[config.mk]
export PLATFORM = sky130hd
export DESIGN_NAME = text_to_seven_segment_display_core_flat
export DESIGN_NICKNAME = d
export VERILOG_FILES = /design/src/rtl/tsd_pkg.sv /design/src/rtl/tsd_channels.sv /design/src/rtl/tsd_ctrl.sv /design/src/rtl/tsd_store.sv /design/src/rtl/tsd_result.sv /design/src/rtl/text_to_seven_segment_display_core.sv /design/src/flat_wrapper.sv
export SDC_FILE = /design/constraint.sdc
export NUM_CORES = 1
export LEC_CHECK = 0
export ABC_AREA = 1
export BUFFER_PORTS_ARGS = -buffer_cell sky130_fd_sc_hd__buf_2
export CAP_MARGIN = 5
export CORE_MARGIN = 1.5
export CORE_UTILIZATION = 35
export CTS_CLUSTER_SIZE = 16
export DETAILED_ROUTE_END_ITERATION = 8
export GPL_TIMING_DRIVEN = 0
export SLEW_MARGIN = 10
export SYNTH_ARGS = -nofsm -noshare
export SYNTH_HDL_FRONTEND = slang
export SYNTH_SLANG_ARGS = --single-unit
[constraint.sdc]
create_clock -name clk -period 3.45 [get_ports clk]
set_input_delay 0.1725 -clock clk [delete_from_list [all_inputs] [get_ports clk]]
set_output_delay 0.1725 -clock clk [all_outputs]
set_load 0.03 [all_outputs]
[src/rtl/tsd_pkg.sv]
// tsd_pkg: shared types, codes, widths and the hex segment decode for the
// text to seven-segment display core. No dependencies.
`timescale 1ns / 1ps

package tsd_pkg;

    // default geometry
    localparam int DIGITS_DEFAULT     = 16;
    localparam int ROW_LENGTH_DEFAULT = 8;

    // payload widths of the channels
    localparam int CMD_W        = 2;
    localparam int BYTE_W       = 8;
    localparam int INDEX_OUT_W  = 4;
    localparam int CURSOR_OUT_W = 5;
    localparam int COLUMN_OUT_W = 3;

    // configuration port
    localparam int CFG_INDEX_W = 1;
    localparam int CFG_DATA_W  = 8;

    typedef enum logic [CFG_INDEX_W-1:0] {
        REG_POINT_MASK   = 1'b0,
        REG_DASH_PATTERN = 1'b1
    } cfg_reg_t;

    localparam logic [BYTE_W-1:0] POINT_MASK_RESET   = 8'h10;
    localparam logic [BYTE_W-1:0] DASH_PATTERN_RESET = 8'h40;

    typedef enum logic [CMD_W-1:0] {
        CMD_DATA  = 2'd0,
        CMD_SETUP = 2'd1,
        CMD_SCAN  = 2'd2
    } cmd_t;

    typedef enum logic [1:0] {
        OP_NONE,
        OP_WRITE,
        OP_POINT,
        OP_SCAN
    } op_kind_t;

    // work handed from the decode stage to the store/result stage
    typedef struct packed {
        op_kind_t          kind;
        logic [BYTE_W-1:0] pattern;
        logic              lo_ok;
        logic              hi_ok;
    } op_t;

    localparam logic [BYTE_W-1:0] CHAR_NUL     = 8'h00;
    localparam logic [BYTE_W-1:0] CHAR_NEWLINE = 8'h0A;
    localparam logic [BYTE_W-1:0] CHAR_DASH    = 8'h2D;
    localparam logic [BYTE_W-1:0] CHAR_PERIOD  = 8'h2E;
    localparam logic [BYTE_W-1:0] CHAR_ZERO    = 8'h30;
    localparam logic [BYTE_W-1:0] CHAR_NINE    = 8'h39;
    localparam logic [BYTE_W-1:0] CHAR_UPPER_A = 8'h41;
    localparam logic [BYTE_W-1:0] CHAR_UPPER_F = 8'h46;
    localparam logic [BYTE_W-1:0] CHAR_LOWER_A = 8'h61;
    localparam logic [BYTE_W-1:0] CHAR_LOWER_F = 8'h66;
    localparam logic [BYTE_W-1:0] HEX_TEN      = 8'd10;

    localparam logic [BYTE_W-1:0] HEX_SEGMENTS [16] = '{
        8'hAF, 8'h21, 8'hCD, 8'h6D, 8'h63, 8'h6E, 8'hEE, 8'h25,
        8'hEF, 8'h6F, 8'hE7, 8'hEA, 8'hC8, 8'hE9, 8'hCE, 8'hC6
    };

    // segment pattern for one character; anything unknown is blank
    function automatic logic [BYTE_W-1:0] seg_decode(
        input logic [BYTE_W-1:0] ch,
        input logic [BYTE_W-1:0] dash
    );
        logic [BYTE_W-1:0] seg;
        seg = '0;
        if (ch == CHAR_DASH)
            seg = dash;
        else if (ch >= CHAR_ZERO && ch <= CHAR_NINE)
            seg = HEX_SEGMENTS[4'(ch - CHAR_ZERO)];
        else if (ch >= CHAR_UPPER_A && ch <= CHAR_UPPER_F)
            seg = HEX_SEGMENTS[4'(ch - CHAR_UPPER_A + HEX_TEN)];
        else if (ch >= CHAR_LOWER_A && ch <= CHAR_LOWER_F)
            seg = HEX_SEGMENTS[4'(ch - CHAR_LOWER_A + HEX_TEN)];
        return seg;
    endfunction

endpackage

[src/rtl/tsd_channels.sv]
// tsd_channels: valid/ready channel interfaces for request and result items.
// Depends on tsd_pkg for payload widths.
`timescale 1ns / 1ps

interface tsd_req_if;
    import tsd_pkg::*;

    logic                valid;
    logic                ready;
    logic [CMD_W-1:0]    cmd;
    logic [BYTE_W-1:0]   data_byte;
    logic                packet_end;

    modport source (output valid, output cmd, output data_byte, output packet_end,
                    input ready);
    modport sink   (input valid, input cmd, input data_byte, input packet_end,
                    output ready);
endinterface

interface tsd_rsp_if;
    import tsd_pkg::*;

    logic                    valid;
    logic                    ready;
    logic                    wrote_digit;
    logic [INDEX_OUT_W-1:0]  digit_index;
    logic [BYTE_W-1:0]       digit_pattern;
    logic [CURSOR_OUT_W-1:0] cursor_now;
    logic [COLUMN_OUT_W-1:0] scan_column;
    logic [BYTE_W-1:0]       upper_row_pattern;
    logic [BYTE_W-1:0]       lower_row_pattern;

    modport source (output valid, output wrote_digit, output digit_index,
                    output digit_pattern, output cursor_now, output scan_column,
                    output upper_row_pattern, output lower_row_pattern,
                    input ready);
    modport sink   (input valid, input wrote_digit, input digit_index,
                    input digit_pattern, input cursor_now, input scan_column,
                    input upper_row_pattern, input lower_row_pattern,
                    output ready);
endinterface

[src/rtl/tsd_ctrl.sv]
// tsd_ctrl: input register, cursor / row / scan / skip state and character
// decode. Depends on tsd_pkg and tsd_req_if.
`timescale 1ns / 1ps

module tsd_ctrl #(
    parameter int DIGITS     = tsd_pkg::DIGITS_DEFAULT,
    parameter int ROW_LENGTH = tsd_pkg::ROW_LENGTH_DEFAULT
) (
    input  logic                                clk,
    input  logic                                rst_n,
    tsd_req_if.sink                             req,
    input  logic                                s2_adv,
    input  logic [tsd_pkg::BYTE_W-1:0]          dash_pattern,
    output logic                                s1_vld,
    output tsd_pkg::op_t                        op,
    output logic [$clog2(DIGITS)-1:0]           addr_a,
    output logic [$clog2(DIGITS)-1:0]           addr_b,
    output logic [tsd_pkg::CURSOR_OUT_W-1:0]    cursor_now,
    output logic [tsd_pkg::COLUMN_OUT_W-1:0]    scan_col
);
    import tsd_pkg::*;

    localparam int AW = $clog2(DIGITS);
    localparam int CW = $clog2(DIGITS + 1);
    localparam int RW = (ROW_LENGTH > 1) ? $clog2(ROW_LENGTH) : 1;
    localparam int WW = $clog2(DIGITS + 2 * ROW_LENGTH + 1);

    logic              s1_vld_reg;
    logic [CMD_W-1:0]  cmd_reg;
    logic [BYTE_W-1:0] char_reg;
    logic              last_reg;

    logic [CW-1:0] cursor_reg, cursor_next;
    logic [RW-1:0] col_reg, col_next;
    logic [RW-1:0] scan_reg, scan_next;
    logic          skip_reg, skip_next;

    logic          s1_adv;
    logic          step;
    logic [WW-1:0] row_end;
    logic [WW-1:0] lo_pos;
    logic [WW-1:0] hi_pos;

    assign s1_adv    = !s1_vld_reg || s2_adv;
    assign step      = s1_vld_reg && s2_adv;
    assign req.ready = s1_adv;
    assign s1_vld    = s1_vld_reg;

    always_comb
    begin
        cursor_next = cursor_reg;
        col_next    = col_reg;
        scan_next   = scan_reg;
        skip_next   = skip_reg;
        op          = '{kind: OP_NONE, pattern: '0, lo_ok: 1'b0, hi_ok: 1'b0};
        addr_a      = '0;
        addr_b      = '0;
        scan_col    = '0;
        row_end     = WW'(cursor_reg) + WW'(ROW_LENGTH) - WW'(col_reg);
        lo_pos      = WW'(scan_reg);
        hi_pos      = WW'(scan_reg) + WW'(ROW_LENGTH);
        unique case (cmd_reg)
            CMD_DATA:
            begin
                priority if (skip_reg)
                begin
                    if (last_reg)
                        skip_next = 1'b0;
                end
                else if (char_reg == CHAR_NUL)
                begin
                    cursor_next = '0;
                    col_next    = '0;
                    skip_next   = !last_reg;
                end
                else if (char_reg == CHAR_NEWLINE)
                begin
                    // already at a row start or at the end: nothing moves
                    if (cursor_reg != CW'(DIGITS) && col_reg != '0)
                    begin
                        cursor_next = (row_end > WW'(DIGITS)) ? CW'(DIGITS) : CW'(row_end);
                        col_next    = '0;
                    end
                end
                else if (char_reg == CHAR_PERIOD)
                begin
                    if (cursor_reg != '0)
                    begin
                        op.kind = OP_POINT;
                        addr_a  = AW'(cursor_reg - 1'b1);
                    end
                end
                else if (cursor_reg < CW'(DIGITS))
                begin
                    op.kind     = OP_WRITE;
                    op.pattern  = seg_decode(char_reg, dash_pattern);
                    addr_a      = AW'(cursor_reg);
                    cursor_next = cursor_reg + 1'b1;
                    col_next    = (col_reg == RW'(ROW_LENGTH - 1)) ? '0 : col_reg + 1'b1;
                end
            end
            CMD_SETUP:
            begin
                if (char_reg == CHAR_NUL)
                begin
                    cursor_next = '0;
                    col_next    = '0;
                end
                skip_next = 1'b0;
            end
            CMD_SCAN:
            begin
                op.kind   = OP_SCAN;
                op.lo_ok  = lo_pos < WW'(DIGITS);
                op.hi_ok  = hi_pos < WW'(DIGITS);
                addr_a    = AW'(lo_pos);
                addr_b    = AW'(hi_pos);
                scan_col  = COLUMN_OUT_W'(scan_reg);
                scan_next = (scan_reg == RW'(ROW_LENGTH - 1)) ? '0 : scan_reg + 1'b1;
            end
            default:
            begin
            end
        endcase
        cursor_now = CURSOR_OUT_W'(cursor_next);
    end

    always_ff @(posedge clk or negedge rst_n)
    begin
        if (!rst_n)
        begin
            s1_vld_reg <= 1'b0;
            cursor_reg <= '0;
            col_reg    <= '0;
            scan_reg   <= '0;
            skip_reg   <= 1'b0;
        end
        else
        begin
            if (s1_adv)
                s1_vld_reg <= req.valid;
            if (step)
            begin
                cursor_reg <= cursor_next;
                col_reg    <= col_next;
                scan_reg   <= scan_next;
                skip_reg   <= skip_next;
            end
        end
    end

    always_ff @(posedge clk)
    begin
        if (s1_adv && req.valid)
        begin
            cmd_reg  <= req.cmd;
            char_reg <= req.data_byte;
            last_reg <= req.packet_end;
        end
    end

`ifndef SYNTHESIS
    a_cursor_bound: assert property (@(posedge clk) disable iff (!rst_n)
        cursor_reg <= CW'(DIGITS))
        else $error("cursor beyond last digit");

    a_row_start: assert property (@(posedge clk) disable iff (!rst_n)
        cursor_reg == '0 |-> col_reg == '0)
        else $error("row column out of step with cursor");

    a_scan_bound: assert property (@(posedge clk) disable iff (!rst_n)
        scan_reg <= RW'(ROW_LENGTH - 1))
        else $error("scan column beyond row length");

    a_setup_ends_skip: assert property (@(posedge clk) disable iff (!rst_n)
        step && cmd_reg == CMD_SETUP |=> !skip_reg)
        else $error("setup request left packet skip pending");
`endif

endmodule

[src/rtl/tsd_store.sv]
// tsd_store: digit image memory, one write and two registered read ports,
// per-digit valid bits so a never-written digit reads blank. Uses tsd_pkg.
`timescale 1ns / 1ps

module tsd_store #(
    parameter int DIGITS = tsd_pkg::DIGITS_DEFAULT
) (
    input  logic                          clk,
    input  logic                          rst_n,
    input  logic                          rd_en,
    input  logic [$clog2(DIGITS)-1:0]     addr_a,
    input  logic [$clog2(DIGITS)-1:0]     addr_b,
    input  logic                          we,
    input  logic [$clog2(DIGITS)-1:0]     waddr,
    input  logic [tsd_pkg::BYTE_W-1:0]    wdata,
    output logic [tsd_pkg::BYTE_W-1:0]    rd_a,
    output logic [tsd_pkg::BYTE_W-1:0]    rd_b
);
    import tsd_pkg::*;

    logic [BYTE_W-1:0] mem [DIGITS];
    logic [DIGITS-1:0] valid_reg;
    logic [BYTE_W-1:0] rd_a_reg;
    logic [BYTE_W-1:0] rd_b_reg;

    assign rd_a = rd_a_reg;
    assign rd_b = rd_b_reg;

    always_ff @(posedge clk)
    begin
        if (we)
            mem[waddr] <= wdata;
    end

    always_ff @(posedge clk or negedge rst_n)
    begin
        if (!rst_n)
            valid_reg <= '0;
        else if (we)
            valid_reg[waddr] <= 1'b1;
    end

    // a write in the same cycle is passed straight to the reader
    always_ff @(posedge clk)
    begin
        if (rd_en)
        begin
            priority if (we && waddr == addr_a)
                rd_a_reg <= wdata;
            else if (valid_reg[addr_a])
                rd_a_reg <= mem[addr_a];
            else
                rd_a_reg <= '0;

            priority if (we && waddr == addr_b)
                rd_b_reg <= wdata;
            else if (valid_reg[addr_b])
                rd_b_reg <= mem[addr_b];
            else
                rd_b_reg <= '0;
        end
    end

endmodule

[src/rtl/tsd_result.sv]
// tsd_result: second stage (period merge, store write-back) and the result
// register. Depends on tsd_pkg and tsd_rsp_if.
`timescale 1ns / 1ps

module tsd_result #(
    parameter int DIGITS = tsd_pkg::DIGITS_DEFAULT
) (
    input  logic                                clk,
    input  logic                                rst_n,
    input  logic                                s1_vld,
    input  tsd_pkg::op_t                        op,
    input  logic [$clog2(DIGITS)-1:0]           addr_a,
    input  logic [tsd_pkg::CURSOR_OUT_W-1:0]    cursor_now,
    input  logic [tsd_pkg::COLUMN_OUT_W-1:0]    scan_col,
    input  logic [tsd_pkg::BYTE_W-1:0]          rd_a,
    input  logic [tsd_pkg::BYTE_W-1:0]          rd_b,
    input  logic [tsd_pkg::BYTE_W-1:0]          point_mask,
    output logic                                s2_adv,
    output logic                                we,
    output logic [$clog2(DIGITS)-1:0]           waddr,
    output logic [tsd_pkg::BYTE_W-1:0]          wdata,
    tsd_rsp_if.source                           rsp
);
    import tsd_pkg::*;

    localparam int AW = $clog2(DIGITS);

    logic                    s2_vld_reg;
    op_t                     op_s2_reg;
    logic [AW-1:0]           addr_s2_reg;
    logic [CURSOR_OUT_W-1:0] cursor_s2_reg;
    logic [COLUMN_OUT_W-1:0] col_s2_reg;

    logic                    out_vld_reg;
    logic                    wrote_reg;
    logic [INDEX_OUT_W-1:0]  index_reg;
    logic [BYTE_W-1:0]       pattern_reg;
    logic [CURSOR_OUT_W-1:0] cursor_reg;
    logic [COLUMN_OUT_W-1:0] column_reg;
    logic [BYTE_W-1:0]       upper_reg;
    logic [BYTE_W-1:0]       lower_reg;

    logic out_free;
    logic wrote;
    logic is_scan;

    assign out_free = !out_vld_reg || rsp.ready;
    assign s2_adv   = !s2_vld_reg || out_free;
    assign wrote    = op_s2_reg.kind == OP_WRITE || op_s2_reg.kind == OP_POINT;
    assign is_scan  = op_s2_reg.kind == OP_SCAN;
    assign wdata    = (op_s2_reg.kind == OP_POINT) ? (rd_a | point_mask) : op_s2_reg.pattern;
    assign waddr    = addr_s2_reg;
    assign we       = s2_vld_reg && out_free && wrote;

    always_ff @(posedge clk or negedge rst_n)
    begin
        if (!rst_n)
        begin
            s2_vld_reg  <= 1'b0;
            out_vld_reg <= 1'b0;
        end
        else
        begin
            if (s2_adv)
                s2_vld_reg <= s1_vld;
            if (out_free)
                out_vld_reg <= s2_vld_reg;
        end
    end

    always_ff @(posedge clk)
    begin
        if (s2_adv && s1_vld)
        begin
            op_s2_reg     <= op;
            addr_s2_reg   <= addr_a;
            cursor_s2_reg <= cursor_now;
            col_s2_reg    <= scan_col;
        end
        if (out_free && s2_vld_reg)
        begin
            wrote_reg   <= wrote;
            index_reg   <= wrote ? INDEX_OUT_W'(addr_s2_reg) : '0;
            pattern_reg <= wrote ? wdata : '0;
            cursor_reg  <= cursor_s2_reg;
            column_reg  <= col_s2_reg;
            upper_reg   <= (is_scan && op_s2_reg.hi_ok) ? rd_b : '0;
            lower_reg   <= (is_scan && op_s2_reg.lo_ok) ? rd_a : '0;
        end
    end

    assign rsp.valid             = out_vld_reg;
    assign rsp.wrote_digit       = wrote_reg;
    assign rsp.digit_index       = index_reg;
    assign rsp.digit_pattern     = pattern_reg;
    assign rsp.cursor_now        = cursor_reg;
    assign rsp.scan_column       = column_reg;
    assign rsp.upper_row_pattern = upper_reg;
    assign rsp.lower_row_pattern = lower_reg;

endmodule

[src/rtl/text_to_seven_segment_display_core.sv]
// text_to_seven_segment_display_core: top level, configuration registers and
// the decode / store / result stages. Depends on tsd_pkg, tsd_channels and
// tsd_ctrl, tsd_store, tsd_result.
//
//   port    direction  handshake         carries
//   req     sink       valid / ready     cmd, data_byte, packet_end
//   rsp     source     valid / ready     wrote_digit ... lower_row_pattern
//   cfg     write      cfg_we            cfg_index, cfg_data
//
// one item per cycle while rsp is ready; each item passes the input register, then
// the store read register, then the result register, before its result is valid
// reset clears cursor, scan column, skip flag and the digit valid bits at once,
// so the display reads blank with no clearing pass
// a stalled result holds; empty stages behind it still take new items
`timescale 1ns / 1ps

module text_to_seven_segment_display_core #(
    parameter int DIGITS     = tsd_pkg::DIGITS_DEFAULT,
    parameter int ROW_LENGTH = tsd_pkg::ROW_LENGTH_DEFAULT
) (
    input  logic                              clk,
    input  logic                              rst_n,
    tsd_req_if.sink                           req,
    tsd_rsp_if.source                         rsp,
    input  logic                              cfg_we,
    input  logic [tsd_pkg::CFG_INDEX_W-1:0]   cfg_index,
    input  logic [tsd_pkg::CFG_DATA_W-1:0]    cfg_data
);
    import tsd_pkg::*;

    localparam int AW = $clog2(DIGITS);

    logic [BYTE_W-1:0]       point_mask_reg;
    logic [BYTE_W-1:0]       dash_pattern_reg;

    logic                    s1_vld;
    logic                    s2_adv;
    op_t                     op;
    logic [AW-1:0]           addr_a;
    logic [AW-1:0]           addr_b;
    logic [CURSOR_OUT_W-1:0] cursor_now;
    logic [COLUMN_OUT_W-1:0] scan_col;
    logic [BYTE_W-1:0]       rd_a;
    logic [BYTE_W-1:0]       rd_b;
    logic                    we;
    logic [AW-1:0]           waddr;
    logic [BYTE_W-1:0]       wdata;

    always_ff @(posedge clk or negedge rst_n)
    begin
        if (!rst_n)
        begin
            point_mask_reg   <= POINT_MASK_RESET;
            dash_pattern_reg <= DASH_PATTERN_RESET;
        end
        else if (cfg_we)
        begin
            unique case (cfg_index)
                REG_POINT_MASK:   point_mask_reg   <= BYTE_W'(cfg_data);
                REG_DASH_PATTERN: dash_pattern_reg <= BYTE_W'(cfg_data);
                default:
                begin
                end
            endcase
        end
    end

    tsd_ctrl #(
        .DIGITS     (DIGITS),
        .ROW_LENGTH (ROW_LENGTH)
    ) u_ctrl (
        .clk          (clk),
        .rst_n        (rst_n),
        .req          (req),
        .s2_adv       (s2_adv),
        .dash_pattern (dash_pattern_reg),
        .s1_vld       (s1_vld),
        .op           (op),
        .addr_a       (addr_a),
        .addr_b       (addr_b),
        .cursor_now   (cursor_now),
        .scan_col     (scan_col)
    );

    tsd_store #(
        .DIGITS (DIGITS)
    ) u_store (
        .clk    (clk),
        .rst_n  (rst_n),
        .rd_en  (s2_adv),
        .addr_a (addr_a),
        .addr_b (addr_b),
        .we     (we),
        .waddr  (waddr),
        .wdata  (wdata),
        .rd_a   (rd_a),
        .rd_b   (rd_b)
    );

    tsd_result #(
        .DIGITS (DIGITS)
    ) u_result (
        .clk        (clk),
        .rst_n      (rst_n),
        .s1_vld     (s1_vld),
        .op         (op),
        .addr_a     (addr_a),
        .cursor_now (cursor_now),
        .scan_col   (scan_col),
        .rd_a       (rd_a),
        .rd_b       (rd_b),
        .point_mask (point_mask_reg),
        .s2_adv     (s2_adv),
        .we         (we),
        .waddr      (waddr),
        .wdata      (wdata),
        .rsp        (rsp)
    );

endmodule
[src/flat_wrapper.sv]
// flat-port wrapper written by rule: the top's interface ports become plain ports
module text_to_seven_segment_display_core_flat import tsd_pkg::*;
#(
    parameter int DIGITS     = tsd_pkg::DIGITS_DEFAULT,
    parameter int ROW_LENGTH = tsd_pkg::ROW_LENGTH_DEFAULT
)
  (clk, rst_n, cfg_we, cfg_index, cfg_data, req_valid, req_cmd, req_data_byte, req_packet_end, req_ready, rsp_valid, rsp_wrote_digit, rsp_digit_index, rsp_digit_pattern, rsp_cursor_now, rsp_scan_column, rsp_upper_row_pattern, rsp_lower_row_pattern, rsp_ready);
  tsd_req_if req_i ();
  tsd_rsp_if rsp_i ();
  input  logic clk;
  input  logic rst_n;
  input  logic cfg_we;
  input  logic [tsd_pkg::CFG_INDEX_W-1:0] cfg_index;
  input  logic [tsd_pkg::CFG_DATA_W-1:0] cfg_data;
  input wire logic [$bits(req_i.valid)-1:0] req_valid;
  input wire logic [$bits(req_i.cmd)-1:0] req_cmd;
  input wire logic [$bits(req_i.data_byte)-1:0] req_data_byte;
  input wire logic [$bits(req_i.packet_end)-1:0] req_packet_end;
  output wire logic [$bits(req_i.ready)-1:0] req_ready;
  output wire logic [$bits(rsp_i.valid)-1:0] rsp_valid;
  output wire logic [$bits(rsp_i.wrote_digit)-1:0] rsp_wrote_digit;
  output wire logic [$bits(rsp_i.digit_index)-1:0] rsp_digit_index;
  output wire logic [$bits(rsp_i.digit_pattern)-1:0] rsp_digit_pattern;
  output wire logic [$bits(rsp_i.cursor_now)-1:0] rsp_cursor_now;
  output wire logic [$bits(rsp_i.scan_column)-1:0] rsp_scan_column;
  output wire logic [$bits(rsp_i.upper_row_pattern)-1:0] rsp_upper_row_pattern;
  output wire logic [$bits(rsp_i.lower_row_pattern)-1:0] rsp_lower_row_pattern;
  input wire logic [$bits(rsp_i.ready)-1:0] rsp_ready;
  assign req_i.valid = req_valid;
  assign req_i.cmd = req_cmd;
  assign req_i.data_byte = req_data_byte;
  assign req_i.packet_end = req_packet_end;
  assign req_ready = req_i.ready;
  assign rsp_valid = rsp_i.valid;
  assign rsp_wrote_digit = rsp_i.wrote_digit;
  assign rsp_digit_index = rsp_i.digit_index;
  assign rsp_digit_pattern = rsp_i.digit_pattern;
  assign rsp_cursor_now = rsp_i.cursor_now;
  assign rsp_scan_column = rsp_i.scan_column;
  assign rsp_upper_row_pattern = rsp_i.upper_row_pattern;
  assign rsp_lower_row_pattern = rsp_i.lower_row_pattern;
  assign rsp_i.ready = rsp_ready;
  text_to_seven_segment_display_core #(.DIGITS(DIGITS), .ROW_LENGTH(ROW_LENGTH)) u_core (.clk(clk), .rst_n(rst_n), .req(req_i), .rsp(rsp_i), .cfg_we(cfg_we), .cfg_index(cfg_index), .cfg_data(cfg_data));
endmodule
==> summary.md <==
| Metric | Value |
|---|---|
| Final setup fails | 0 |
| Max-slew violations | 0 |
| Setup bufs post-CTS | 0 |
| ANT cells | 0 |
| Asr flop ratio synth | between 15 and 20% |
| Footprint of the multi-input gates | about 4300 µm² |
| Initial DRC Count | 1001 |
| Synthesized flop and latch total | about 260 |
| CP Data Required Time | 3.78 ns |
| Largest net degree at the start of global routing | between 40 and 50 |
| Status | completed |
| Slew @ Worst Pin | 1.12 ns |
| Peak supply drop | 0.383 mV |
| Gr usage total | between 15 and 20% |
| DR DRC count | 0 |
| First-pass GRT wire length | 58.1 mm |
| TNS Setup | 0 ns |
| DPL Wire Length | between 20 and 30 mm |
| Clk_skew | between 0.03 and 0.04 ns |
| Largest register FFs | between 100 and 150 |
| Die area | about 38000 µm² |
| Fin crit period | 3.29 ns |
| Placer Congestion | 0.936 |
| Die X-Extent | 196 µm |
| Fin area | between 15000 and 20000 µm² |
| Min-Delay Endpoint | u_core.dash_pattern_reg[1]$_DFFE_PN0P_ |
| Final Hold Viols | 0 |
| Count leader, synth | nand2_1 |
| LEAKAGE | 6.36 nW |
| Pwr/cell area | approximately 730 nW/µm² |
| CP Class | reg -> reg |
| DR vias | between 10000 and 15000 |
| FILL cells | ~3500 |
| Core ar. | 36500 µm² |
| TritonCTS buffer count | 29 |
| Worst skew pair latency | ~0.59 ns |
| Wirelength per Cell | 19.5 µm |
| Slew headroom | 25.3% |
| CTS root buf | clkbuf_16 |
| Yosys cell types | 50 |
| Reg-to-reg slack, setup | roughly 0.16 ns |
| Antenna violations before repair | 0 |
| Worst EP arrival | approximately 3.6 ns |
| Placed cell area | about 14000 µm² |
| YS warnings | 0 |
| Area contributors post-synth | edfxtp_1, dfrtp_1, nand2_1, nand3_1, inv_1 |
| Max-cap violation count | 0 |
| Die H | between 150 and 200 µm |
| Hold path depth | 4 |
| Fin crit share | a little over nine tenths |
| Main flop type after synthesis | edfxtp_1 |
| Crit path capture type | flop |
| Clock transition at the registers of the reported paths | roughly 0.060 ns |
| PortBufs | 63 |
| Synth top area share | 50.0% |
| CTS Buffer Depth | 3 |
| CTS tree | yes |
| Setup slack after layout | 0.164 ns |
| Syn Nets | 1393 |
| Row count | 70 |
| Initial Util | a little over a third |
| Vias in the first global route | between 9000 and 10000 |
| Io pins | 64 |
| First-pass iteration count of the detailed router | 8 |
| Number of synthesized flops with an enable pin | between 200 and 250 |
| Unrepaired setup endpoints after global routing | no |
| Min-Delay Startpoint | cfg_we |
| Area growth syn-to-layout | 16.6% |
| Synthesized area per cell | 9.67 µm² |
| Mapped Cells | approximately 1300 |
| Path depth of the worst reg2reg path | 14 |
| Tightest Hold Check Type | in -> reg |
| Worst reg2reg path startpoint | u_core.u_ctrl.char_reg[0]$_DFFE_PP_ |
| Cell area after synthesis | between 10000 and 15000 µm² |
| H-tree levels | 1 |
| FMAX | approximately 0.30 GHz |
| Register area | ~7700 µm² |
| Cell taking the most area after synthesis | edfxtp_1 |
| Max FO, Critical Path | 10 |
| NumNets Final | approximately 1500 |
| Share of layout cells above drive strength 1 | 14.3% |
| Synth top cells by count | nand2_1, edfxtp_1, nand3_1 |
| Final ANT Viol Nets | 0 |
| CTS Sinks | around 260 |
| Final WL | about 38 mm |
| Seq/Total Area, Yosys | 59.0% |
| Routed vias/inst | about 5.3 |
| Crit start category | flop |
| Post-Place Setup Slack | -0.0862 ns |
| R2r endpoint | u_core.u_store.rd_a[2]$_DFFE_PP_ |
| GR Overflow Total | 0 |
==> cell usage in the layout, fill, tap and decap left out, drive strengths merged, types with 7 or more instances in the layout <==
master       count
a21oi           40
a31oi            7
xor2             7
nand3b          23
nand3          190
edfxtp         216
clkinv           8
clkbuf          58
nand4            8
inv            178
dfrtp           45
buf            111
or2             16
ha              25
nand2          272
o21ai          124
o211ai          14
nor2            94
dlygate4sd3     23
==> cell families after synthesis <==
kind of cell	share of synthesized area, %
fa+ha+maj	2.56
flops	59.0
compound gates	8.81
xor+xnor	0.540
simple gates	21.5
buf+inv	7.54
==> per-stage QoR <==
| stage | std cells | hold slack, ns | power [W] | util (%) |
|---|---|---|---|---|
| after floorplan | 1342 | -0.123 | 0.00673 | - |
| after global placement | 1873 | 0.349 | 0.00790 | 38.0 |
| after detailed placement | 1881 | 0.351 | 0.00801 | 38.3 |
| after CTS | 1958 | 0.0218 | 0.0110 | 41.4 |
| after global routing | 1959 | 0.0865 | 0.0116 | 41.4 |
| final | 1959 | 0.0326 | 0.0110 | 41.4 |
==> report_power, final <==
group          leakage [nW]  switching, W  internal (W)
Sequential             2.61      0.000264       0.00415
Combinational          3.31       0.00254       0.00108
Clock                 0.443       0.00130       0.00171
Total                  6.36       0.00411       0.00694
==> worst max path at each step <==
stage	start	to	slack, ns
6_report	u_core.u_ctrl.char_reg[0]$_DFFE_PP_	u_core.u_store.rd_a[2]$_DFFE_PP_	0.16
5_1_grt	u_core.u_ctrl.char_reg[0]$_DFFE_PP_	u_core.u_store.rd_a[2]$_DFFE_PP_	0.02
4_1_cts	u_core.u_ctrl.char_reg[0]$_DFFE_PP_	u_core.u_store.rd_a[5]$_DFFE_PP_	0.20
3_5_place_dp	u_core.u_result.rsp.valid$_DFFE_PN0P_	u_core.u_ctrl.col_reg[1]$_DFFE_PN0P_	-0.09
3_3_place_gp	u_core.u_result.rsp.valid$_DFFE_PN0P_	u_core.u_store.mem[12][5]$_DFFE_PP_	-0.25
2_1_floorplan	u_core.u_result.rsp.valid$_DFFE_PN0P_	u_core.u_store.mem[10][0]$_DFFE_PP_	0.79
==> critical path: stages (launching register included) <==
cell and delay, ns:
edfxtp_1 0.57, inv_1 0.19, ha_1 0.31, nand3_2 0.13, nor2_4 0.07, nor2_2 0.33
nand2_1 0.14, o21ai_2 0.22, buf_4 0.26, buf_4 0.28, nand3_1 0.11, nand3_1 0.14
nand2_1 0.12, nand3_1 0.10, nand2_1 0.07
==> metal layers <==
metal / vias up / global-route usage, % / wire (µm)
li1: 4825 / - / -
met1: 4975 / 27.4 / 16700
met2: 452 / 31.9 / 17300
met3: 102 / 2.68 / 2630
met4: 0 / 7.52 / 1480
met5: - / 0 / 0
==> what timing repair did <==
item	in CTS	in global routing
hold buffers	23	0
resized for setup	1	1
hold endpoints to repair	74	0
endpoints found under the setup margin	3	4
gates cloned	0	1
==> final cells by class <==
type | count | share of cell area [%]
multi-input cells | 845 | 28.7
plain buffers | 54 | 2.00
inverters | 180 | 4.51
repair inverters | 1 | 0.0331
flip-flops and latches | 263 | 50.6
clock buffers | 44 | 5.37
repair buffers | 94 | 4.20
well taps | 468 | 3.87
clock inverters | 10 | 0.628
Note: power is estimated with default switching activity, not from simulation.
